===== src/rtl/assert_macros.svh =====
// Assertion macros shared by the RTL; compiled to nothing when SYNTH is defined.
`ifndef ASSERT_MACROS_SVH
`define ASSERT_MACROS_SVH
`ifndef SYNTH
// property must hold at every clock edge outside reset
`define ASSERT_PROP(lbl, clk, rst, prop) \
   lbl: assert property (@(posedge clk) disable iff (rst) (prop)) \
      else $error("assertion failed");
// expression must never be true outside reset
`define ASSERT_NEVER(lbl, clk, rst, expr) \
   lbl: assert property (@(posedge clk) disable iff (rst) !(expr)) \
      else $error("forbidden condition seen");
`else
`define ASSERT_PROP(lbl, clk, rst, prop)
`define ASSERT_NEVER(lbl, clk, rst, expr)
`endif
`endif


===== src/rtl/feal_pkg.sv =====
// Types, register indexes and the round function of the FEAL-4 encryption pipeline.
package feal_pkg;

   localparam int HalfWidth  = 32;
   localparam int BlockWidth = 2 * HalfWidth;
   localparam int IndexWidth = 3;

   typedef logic [HalfWidth-1:0] half_type;

   typedef enum logic [IndexWidth-1:0] {
      IDX_KEY_LEFT    = 3'd0,
      IDX_KEY_RIGHT   = 3'd1,
      IDX_ROUND_KEY_1 = 3'd2,
      IDX_ROUND_KEY_2 = 3'd3,
      IDX_ROUND_KEY_3 = 3'd4,
      IDX_ROUND_KEY_4 = 3'd5
   } csr_index_type;

   typedef struct packed {
      half_type key_left;
      half_type key_right;
      half_type round_key_1;
      half_type round_key_2;
      half_type round_key_3;
      half_type round_key_4;
   } key_set_type;

   // G(a,b,d): byte sum, then rotate left by two
   function automatic logic [7:0] mix_g(input logic [7:0] a, input logic [7:0] b,
                                        input logic d);
      logic [7:0] s;
      s = a + b + {7'd0, d};
      return {s[5:0], s[7:6]};
   endfunction

   // bytes taken little-endian: x0 is bits 7:0
   function automatic half_type round_fn(input half_type w);
      logic [7:0] y0, y1, y2, y3;
      y1 = mix_g(w[7:0] ^ w[15:8], w[23:16] ^ w[31:24], 1'b1);
      y0 = mix_g(w[7:0], y1, 1'b0);
      y2 = mix_g(w[23:16] ^ w[31:24], y1, 1'b0);
      y3 = mix_g(w[31:24], y2, 1'b1);
      return {y3, y2, y1, y0};
   endfunction

endpackage


===== src/rtl/feal_csr.sv =====
// Key register file written through the configuration channel.
module feal_csr (
   input  logic                              clock,
   input  logic                              reset,
   input  logic                              csr_valid,
   output logic                              csr_ready,
   input  logic [feal_pkg::IndexWidth-1:0]   csr_index,
   input  logic [feal_pkg::HalfWidth-1:0]    csr_wdata,
   output feal_pkg::key_set_type             keys
);
   import feal_pkg::*;

   key_set_type keys_ff, keys_in;

   assign csr_ready = 1'b1;
   assign keys      = keys_ff;

   always_comb begin
      keys_in = keys_ff;
      if (csr_valid) begin
         unique case (csr_index)
            IDX_KEY_LEFT:    keys_in.key_left    = csr_wdata;
            IDX_KEY_RIGHT:   keys_in.key_right   = csr_wdata;
            IDX_ROUND_KEY_1: keys_in.round_key_1 = csr_wdata;
            IDX_ROUND_KEY_2: keys_in.round_key_2 = csr_wdata;
            IDX_ROUND_KEY_3: keys_in.round_key_3 = csr_wdata;
            IDX_ROUND_KEY_4: keys_in.round_key_4 = csr_wdata;
            default:         keys_in = keys_ff;  // unmapped index, dropped
         endcase
      end
   end

   always_ff @(posedge clock) begin
      if (reset) begin
         keys_ff <= '0;
      end else begin
         keys_ff <= keys_in;
      end
   end

endmodule


===== src/rtl/feal_round.sv =====
// One swapping Feistel round as a registered pipeline stage.
module feal_round (
   input  logic                            clock,
   input  logic                            reset,
   input  logic                            in_valid,
   input  logic [feal_pkg::HalfWidth-1:0]  in_l,
   input  logic [feal_pkg::HalfWidth-1:0]  in_r,
   input  logic [feal_pkg::HalfWidth-1:0]  round_key,
   output logic                            out_valid,
   output logic [feal_pkg::HalfWidth-1:0]  out_l,
   output logic [feal_pkg::HalfWidth-1:0]  out_r
);
   import feal_pkg::*;

   logic     valid_ff;
   half_type l_ff, l_in;
   half_type r_ff, r_in;

   always_comb begin
      l_in = in_r;
      r_in = in_l ^ round_fn(in_r ^ round_key);
   end

   always_ff @(posedge clock) begin
      if (reset) begin
         valid_ff <= 1'b0;
      end else begin
         valid_ff <= in_valid;
      end
   end

   always_ff @(posedge clock) begin
      l_ff <= l_in;
      r_ff <= r_in;
   end

   assign out_valid = valid_ff;
   assign out_l     = l_ff;
   assign out_r     = r_ff;

endmodule


===== src/rtl/feal_final.sv =====
// Last round without swap plus the closing half mix, registered onto the result ports.
module feal_final (
   input  logic                             clock,
   input  logic                             reset,
   input  logic                             in_valid,
   input  logic [feal_pkg::HalfWidth-1:0]   in_l,
   input  logic [feal_pkg::HalfWidth-1:0]   in_r,
   input  logic [feal_pkg::HalfWidth-1:0]   round_key,
   output logic                             out_valid,
   output logic [feal_pkg::BlockWidth-1:0]  out_block
);
   import feal_pkg::*;

   logic     valid_ff;
   half_type l_in, r_in;
   logic [BlockWidth-1:0] block_ff;

   always_comb begin
      l_in = in_l ^ round_fn(in_r ^ round_key);
      r_in = in_r ^ l_in;
   end

   always_ff @(posedge clock) begin
      if (reset) begin
         valid_ff <= 1'b0;
      end else begin
         valid_ff <= in_valid;
      end
   end

   always_ff @(posedge clock) begin
      block_ff <= {l_in, r_in};
   end

   assign out_valid = valid_ff;
   assign out_block = block_ff;

endmodule


===== src/rtl/feal4_block_encrypt_top.sv =====
// FEAL-4 block encryption engine, five-stage pipeline, top level.
//
//   channel   direction  handshake              payload
//   request   in         start & !busy          req_plaintext[63:0]
//   response  out        rsp_valid (strobe)     rsp_ciphertext[63:0]
//   csr       in         csr_valid & csr_ready  csr_index[2:0], csr_wdata[31:0]
//
// One block accepted per cycle while busy is low; each block passes through the
// whitening stage, three swapping rounds and the final round, one pipeline
// register per round function.
// Synchronous reset clears all stage valid bits and zeroes the keys; busy
// is high only while reset is asserted.
// No back-pressure: the response strobe lasts one cycle and must be taken.
module feal4_block_encrypt_top (
   input  logic                              clock,
   input  logic                              reset,
   input  logic                              start,
   output logic                              busy,
   input  logic [feal_pkg::BlockWidth-1:0]   req_plaintext,
   output logic                              rsp_valid,
   output logic [feal_pkg::BlockWidth-1:0]   rsp_ciphertext,
   input  logic                              csr_valid,
   output logic                              csr_ready,
   input  logic [feal_pkg::IndexWidth-1:0]   csr_index,
   input  logic [feal_pkg::HalfWidth-1:0]    csr_wdata
);
   import feal_pkg::*;

`include "assert_macros.svh"

   key_set_type keys;
   logic        accept;

   logic     wh_valid_ff;
   half_type wh_l_ff, wh_l_in;
   half_type wh_r_ff, wh_r_in;

   logic     s1_valid, s2_valid, s3_valid;
   half_type s1_l, s1_r, s2_l, s2_r, s3_l, s3_r;

   assign busy   = reset;
   assign accept = start & ~busy;

   feal_csr u_csr (
      .clock     (clock),
      .reset     (reset),
      .csr_valid (csr_valid),
      .csr_ready (csr_ready),
      .csr_index (csr_index),
      .csr_wdata (csr_wdata),
      .keys      (keys)
   );

   // whitening and the first right ^= left
   always_comb begin
      wh_l_in = req_plaintext[BlockWidth-1:HalfWidth] ^ keys.key_left;
      wh_r_in = req_plaintext[HalfWidth-1:0] ^ keys.key_right ^ wh_l_in;
   end

   always_ff @(posedge clock) begin
      if (reset) begin
         wh_valid_ff <= 1'b0;
      end else begin
         wh_valid_ff <= accept;
      end
   end

   always_ff @(posedge clock) begin
      wh_l_ff <= wh_l_in;
      wh_r_ff <= wh_r_in;
   end

   feal_round u_round1 (
      .clock     (clock),
      .reset     (reset),
      .in_valid  (wh_valid_ff),
      .in_l      (wh_l_ff),
      .in_r      (wh_r_ff),
      .round_key (keys.round_key_1),
      .out_valid (s1_valid),
      .out_l     (s1_l),
      .out_r     (s1_r)
   );

   feal_round u_round2 (
      .clock     (clock),
      .reset     (reset),
      .in_valid  (s1_valid),
      .in_l      (s1_l),
      .in_r      (s1_r),
      .round_key (keys.round_key_2),
      .out_valid (s2_valid),
      .out_l     (s2_l),
      .out_r     (s2_r)
   );

   feal_round u_round3 (
      .clock     (clock),
      .reset     (reset),
      .in_valid  (s2_valid),
      .in_l      (s2_l),
      .in_r      (s2_r),
      .round_key (keys.round_key_3),
      .out_valid (s3_valid),
      .out_l     (s3_l),
      .out_r     (s3_r)
   );

   feal_final u_final (
      .clock     (clock),
      .reset     (reset),
      .in_valid  (s3_valid),
      .in_l      (s3_l),
      .in_r      (s3_r),
      .round_key (keys.round_key_4),
      .out_valid (rsp_valid),
      .out_block (rsp_ciphertext)
   );

   // every accepted transaction comes out as a response, and nothing else does
   `ASSERT_PROP(a_accept_gives_rsp, clock, reset, accept |-> ##5 rsp_valid)
   `ASSERT_PROP(a_rsp_has_source, clock, reset, rsp_valid |-> $past(accept, 5))
   `ASSERT_PROP(a_mid_valid_tracks, clock, reset, s3_valid == $past(wh_valid_ff, 3))
   `ASSERT_NEVER(a_busy_out_of_reset, clock, reset, busy)

endmodule

===== config.mk =====
export PLATFORM = sky130hd
export DESIGN_NAME = feal4_block_encrypt_top
export DESIGN_NICKNAME = d
export VERILOG_FILES = /design/src/rtl/feal_pkg.sv /design/src/rtl/feal_csr.sv /design/src/rtl/feal_round.sv /design/src/rtl/feal_final.sv /design/src/rtl/feal4_block_encrypt_top.sv
export VERILOG_INCLUDE_DIRS = /design/src /design/src/rtl
export SDC_FILE = /design/constraint.sdc
export NUM_CORES = 1
export LEC_CHECK = 0
export ABC_AREA = 0
export BUFFER_PORTS_ARGS = -buffer_cell sky130_fd_sc_hd__clkbuf_2
export CORE_UTILIZATION = 43
export DETAILED_ROUTE_END_ITERATION = 8
export PLACE_DENSITY = 0.7
export RECOVER_POWER = 25
export SLEW_MARGIN = 20
export SYNTH_ARGS = -nofsm -noshare
export SYNTH_HDL_FRONTEND = slang
export SYNTH_HIERARCHICAL = 1
export SYNTH_SLANG_ARGS = --single-unit

===== constraint.sdc =====
create_clock -name clock -period 5.8 [get_ports clock]
set_input_delay 0.58 -clock clock [delete_from_list [all_inputs] [get_ports clock]]
set_output_delay 0.58 -clock clock [all_outputs]
set_load 0.005 [all_outputs]

### Yosys cells after proc, flatten, opt, wreduce, memory -nomap -nowiden

Cells that the tools add are included.

* add/subtract/negate cells: 24
* equality and inequality tests: 5
* bitwise gates (word level): 22
* reductions and logical operators: 7

Operators with widths (number)
* $xor A32 B32 Y32: 12
* $add A8 B8 Y8: 16
* $add A8 B1 Y8 const B: 8
* $xor A8 B8 Y8: 8
* $reduce_and A2 Y1: 6
* $eq A3 B2 Y1 const B: 2
* $eq A3 B3 Y1 const B: 2
* $eq A3 B1 Y1 const B: 1
* $logic_not A3 Y1: 1
* $and A1 B1 Y1: 1
* $not A1 Y1: 1

* register bits: 517
* input bits: 103
* output and inout port bits: 67

### Longest topological paths before layout

* word-level depth: 9
* mapped depth: 27
* mapped depth without buffers: 27

### Cells and area by module

Netlist, hierarchy kept.

By module, submodules not included
* feal_round: times used 3, cells each 277, area each 3141.8 µm², seq. area each 1301.2 µm²
* feal_csr: times used 1, cells each 666, area each 7489.7 µm², seq. area each 3843.7 µm²
* feal_final: times used 1, cells each 325, area each 3583.4 µm², seq. area each 1301.2 µm²
* feal4_block_encrypt_top: times used 1, cells each 163, area each 2396.0 µm², seq. area each 1301.2 µm²

### Least setup slack after synthesis

Ideal clock, no wire load.

* path type: flip-flop to flip-flop
* from: register u_round3.r_ff[25] (netlist: u_round3/out_r[25])
* to: register u_final.block_ff[24] (netlist: u_final/out_block[24])
* library setup time: 131 ps
* data arrival time: 4767 ps
* required time: 5669 ps
* slack: 901 ps
* stages on the path, launching flop included: 27
* cells stage by stage: dfxtp_1 > xor2_1 > xnor2_1 > inv_1 > fa_1 > nor2b_1 > nor3_1 > o21bai_1 > a21oi_1 > xor2_1 > inv_1 > ha_1 > inv_1 > fa_1 > nor2b_1 > nor3_1 > o21bai_1 > a21oi_1 > xor2_1 > ha_1 > fa_1 > nor2b_1 > o21ai_0 > nand2b_1 > a21o_1 > a21oi_1 > xor3_1

* longest elaborated chain between the ends: 9

RTL lines
* from (decl): line feal_round.sv:17 `half_type r_ff, r_in;`
* from (signal assigned): line feal_round.sv:34 `r_ff <= r_in;`
* $xor A32 B32 Y32 *: line feal_final.sv:19 `l_in = in_l ^ round_fn(in_r ^ round_key);`
* $xor A8 B8 Y8: line feal_pkg.sv:39, feal_pkg.sv:41
* $add A8 B8 Y8: line feal_pkg.sv:32 `s = a + b + {7'd0, d};`
* $add A8 B1 Y8: line feal_pkg.sv:32
* $add A8 B8 Y8: line feal_pkg.sv:32
* $add A8 B8 Y8 *: line feal_pkg.sv:32
* $add A8 B1 Y8 *: line feal_pkg.sv:32
* $xor A32 B32 Y32 *: line feal_final.sv:19
* $xor A32 B32 Y32 *: line feal_final.sv:20 `r_in = in_r ^ l_in;`
* via u_final.r_in[24]: line feal_final.sv:15 `half_type l_in, r_in;`
* to (signal assigned): line feal_final.sv:32 `block_ff <= {l_in, r_in};`
* to (decl): line feal_final.sv:16 `logic [BlockWidth-1:0] block_ff;`

Mark *: on every way through the listed nets, which the timed path passes. The rest lies on a longest branch.
A chain may end at the register's enable or synchronous reset.

### Worst setup path after layout

* from: register wh_r_ff[24]
* to: register u_round1.r_ff[24] (netlist: u_round1/out_r[24])

* longest elaborated chain between the ends: 8

RTL lines
* from (decl): line feal4_block_encrypt_top.sv:36 `half_type wh_r_ff, wh_r_in;`
* from (signal assigned): line feal4_block_encrypt_top.sv:70 `wh_r_ff <= wh_r_in;`
* $xor A32 B32 Y32 *: line feal_round.sv:21 `r_in = in_l ^ round_fn(in_r ^ round_key);`
* $xor A8 B8 Y8: line feal_pkg.sv:39, feal_pkg.sv:41
* $add A8 B8 Y8: line feal_pkg.sv:32
* $add A8 B1 Y8: line feal_pkg.sv:32
* $add A8 B8 Y8: line feal_pkg.sv:32
* $add A8 B8 Y8 *: line feal_pkg.sv:32
* $add A8 B1 Y8 *: line feal_pkg.sv:32
* $xor A32 B32 Y32 *: line feal_round.sv:21
* via u_round1.r_in[24]: line feal_round.sv:17
* to (signal assigned): line feal_round.sv:34
* to (decl): line feal_round.sv:17

Marks and branches as above.

==> results.md <==
- Outcome: finished, final reports clean
- CTS tree: built
- Post-route ant nets: 0
- GRT Overall Usage: between 20 and 25%
- EDFF count, synth: 0
- Yosys top cell area share: 45.21%
- Synth top cells by count: dfxtp_1 (517), xnor2_1 (312), nand2b_1 (236)
- Die X: about 230 um
- Area leader, netlist: dfxtp_1
- Crit-path max FO: 2
- Fin. max-slew vios: 0
- Syn Inst Count: 1985
- CP startpoint kind: register
- P&R area growth vs syn: 15.19%
- Non-Filler Instances: 2903
- CTS Root Cell: clkbuf_16
- Hold crit path type: input port to register
- PortBufs: roughly 170
- WHS: a little under 0.2 ns
- Synth Flop Type: dfxtp_1
- Initial antenna violation count: 0
- Worst-Margin Slew: between 0.7 and 0.8 ns
- Gp weighted congestion: just under 0.9
- Final hold vios: 0
- Routed len/inst: between 15 and 20 um
- Netlist cell types: 54
- CP required: between 6 and 7 ns
- Tcrit/Tclk final: 96.07%
- Largest net degree at the start of global routing: about 130
- Cell Area, Synth: ~23000 sq um
- Yosys warning count: 6
- Top cells by area, synth: dfxtp_1 (45%), xnor2_1 (12%), mux2i_1 (8.4%)
- Core area: ~53000 sq um
- DRC: 0
- Post-synth ARST share: 0%
- Die Area: 54170 sq um
- Via count: about 14000
- Max cap viols: 0
- Inserted Diodes: 0
- Cell total after placement: ~2800
- Crit path arrival time: 6.08 ns
- Element type at the critical path end: register
- Via density: about 4.7
- Setup Viol. Count Final: 0
- CTS Buffer Depth: 3
- Htree depth: 2
- Setup Crit Path Kind: register to register
- Clock sinks: between 500 and 600
- Initial Util: a little over two fifths
- Synth Register Bits: between 500 and 600
- Total CTS buffers: 54
- Number of fill cells in the layout: about 4700
- Top-count cell post-synth: dfxtp_1
- Total grt overflow: 0
- Final setup skew: ~0.016 ns
- Sequential share of the synthesized area: between 40% and 50%
- IO Pins: 170
- DRT Pass-1 Iters: 5
- Final #Nets: 2403
- Vias in the first global route: around 14000
- Layout cell share with drive strength beyond 1: 15.94%
- Mapped Avg Cell Area: about 12 sq um
- Worst-path clk slew: 0.06 ns
- Max Clock Freq: ~180 MHz
- Final WL: roughly 56 mm
- Drt first-iter violations: between 600 and 700
- Slew HR: between 50% and 60%
- Clock period minus final worst setup slack: between 5 and 6 ns
- Synth Net Count: ~2200
- First-pass GRT wire length: 82.71 mm
- Die H: 232.7 um
- Worst-Skew Late Latency: about 0.60 ns
- Rows: 84
- Dpl hpwl: around 44 mm
## what timing repair did
action	in CTS	in global routing
setup endpoints to repair	2	9
setup buffers	0	5
hold buffers	0	0
resized for setup	1	27
pin swaps	0	6
## layout make-up
cell class                      instances  area, sq um  share of cell area [%]
Multi-Input combinational cell       1360        12110                   45.90
Sequential cell                       517        10350                   39.25
Clock buffer                           79         1619                   6.139
Timing Repair Buffer                  182        960.9                   3.644
Tap cell                              688        860.8                   3.264
Clock inverter                         20        261.5                  0.9916
Inverter                               57        214.0                  0.8113
## final timing paths
check / startpoint / end / slack [ns] / cells after the start
min: start / wh_valid_ff / 0.20 / 2
max reg2reg: wh_r_ff[24] / u_round1/out_r[24] / 0.23 / 27
min reg2reg: u_round2/out_r[9] / u_round3/out_l[9] / 0.36 / 0
max: wh_r_ff[24] / u_round1/out_r[24] / 0.23 / 27
## stage by stage
stage	utilization [%]	setup TNS, ns	cell area [sq um]	setup slack (ns)
6_report	50.18	0	26370	0.2277
5_1_grt	50.18	-0.004516	26370	-0.004516
4_1_cts	50.11	0	26340	0.007855
3_5_place_dp	46.52	-0.08177	24450	-0.08177
3_3_place_gp	46.52	-0.09740	24450	-0.09740
2_1_floorplan	-	0	22890	0.9014
## logic make-up after synthesis
| family | share of synthesized area [%] |
|---|---|
| AND/OR/NAND/NOR | 8.433 |
| flip-flops | 45.21 |
| buffers and inverters | 2.017 |
| AO/OA/AOI/OAI | 4.940 |
| adder cells (fa/ha/maj) | 7.520 |
| XOR/XNOR | 23.42 |
| other | 0.01638 |
| multiplexers | 8.444 |
## worst max-delay path, stage by stage (launching register included)
cell	delay, ns
dfxtp_1	0.35
xnor2_2	0.28
xnor2_1	0.18
ha_1	0.28
fa_1	0.47
nor2b_1	0.15
o21ai_1	0.09
a21boi_1	0.20
o21a_1	0.15
nor2_1	0.07
xnor2_2	0.21
ha_1	0.22
inv_1	0.07
fa_1	0.46
nor2b_1	0.14
o21ai_1	0.10
a21boi_2	0.18
o21a_1	0.13
nor2_1	0.06
xor2_1	0.18
ha_1	0.19
inv_2	0.05
fa_1	0.46
a21o_1	0.18
a21oi_1	0.22
o21bai_1	0.09
a21oi_1	0.18
xnor2_1	0.15
## registers in the layout, summed over array words and instances (netlist names)
| register | cells |
|---|---|
| u_csr/keys | 192 |
| u_final/out_block | 64 |
| u_final/out_valid | 1 |
| u_round1/out_l | 32 |
| u_round1/out_r | 32 |
| u_round1/out_valid | 1 |
| u_round2/out_l | 32 |
| u_round2/out_r | 32 |
| u_round2/out_valid | 1 |
| u_round3/out_l | 32 |
| u_round3/out_r | 32 |
| u_round3/out_valid | 1 |
| wh_l_ff | 32 |
| wh_r_ff | 32 |
| wh_valid_ff | 1 |
## cell usage in the layout, fill, tap and decap left out, types with 14 or more instances in the layout
master,Yosys,layout
dfxtp_1,517,517
xnor2_1,312,301
nand2b_1,236,236
xor2_1,183,198
mux2i_1,192,192
clkbuf_2,0,167
ha_1,112,112
clkbuf_16,0,57
inv_1,53,53
nor2_1,41,41
a21oi_1,43,40
a21o_1,26,26
xnor2_2,11,22
xor2_2,34,18
nor2b_1,17,17
fa_1,16,16
buf_4,3,14
a21oi_2,11,14
nand2_1,14,14
## routing by layer
| metal | GRT usage [%] | share of wire (%) | vias up |
|---|---|---|---|
| li1 | - | - | 6839 |
| met1 | 28.58 | 48 | 6538 |
| met2 | 33.05 | 46 | 253 |
| met3 | 2.586 | 3.6 | 75 |
| met4 | 6.679 | 2.3 | 0 |
| met5 | 0 | 0 | - |
Power is left out: the tool's default activity adds up to more than one toggle a clock period on the data nets, which glitch-free logic cannot reach.
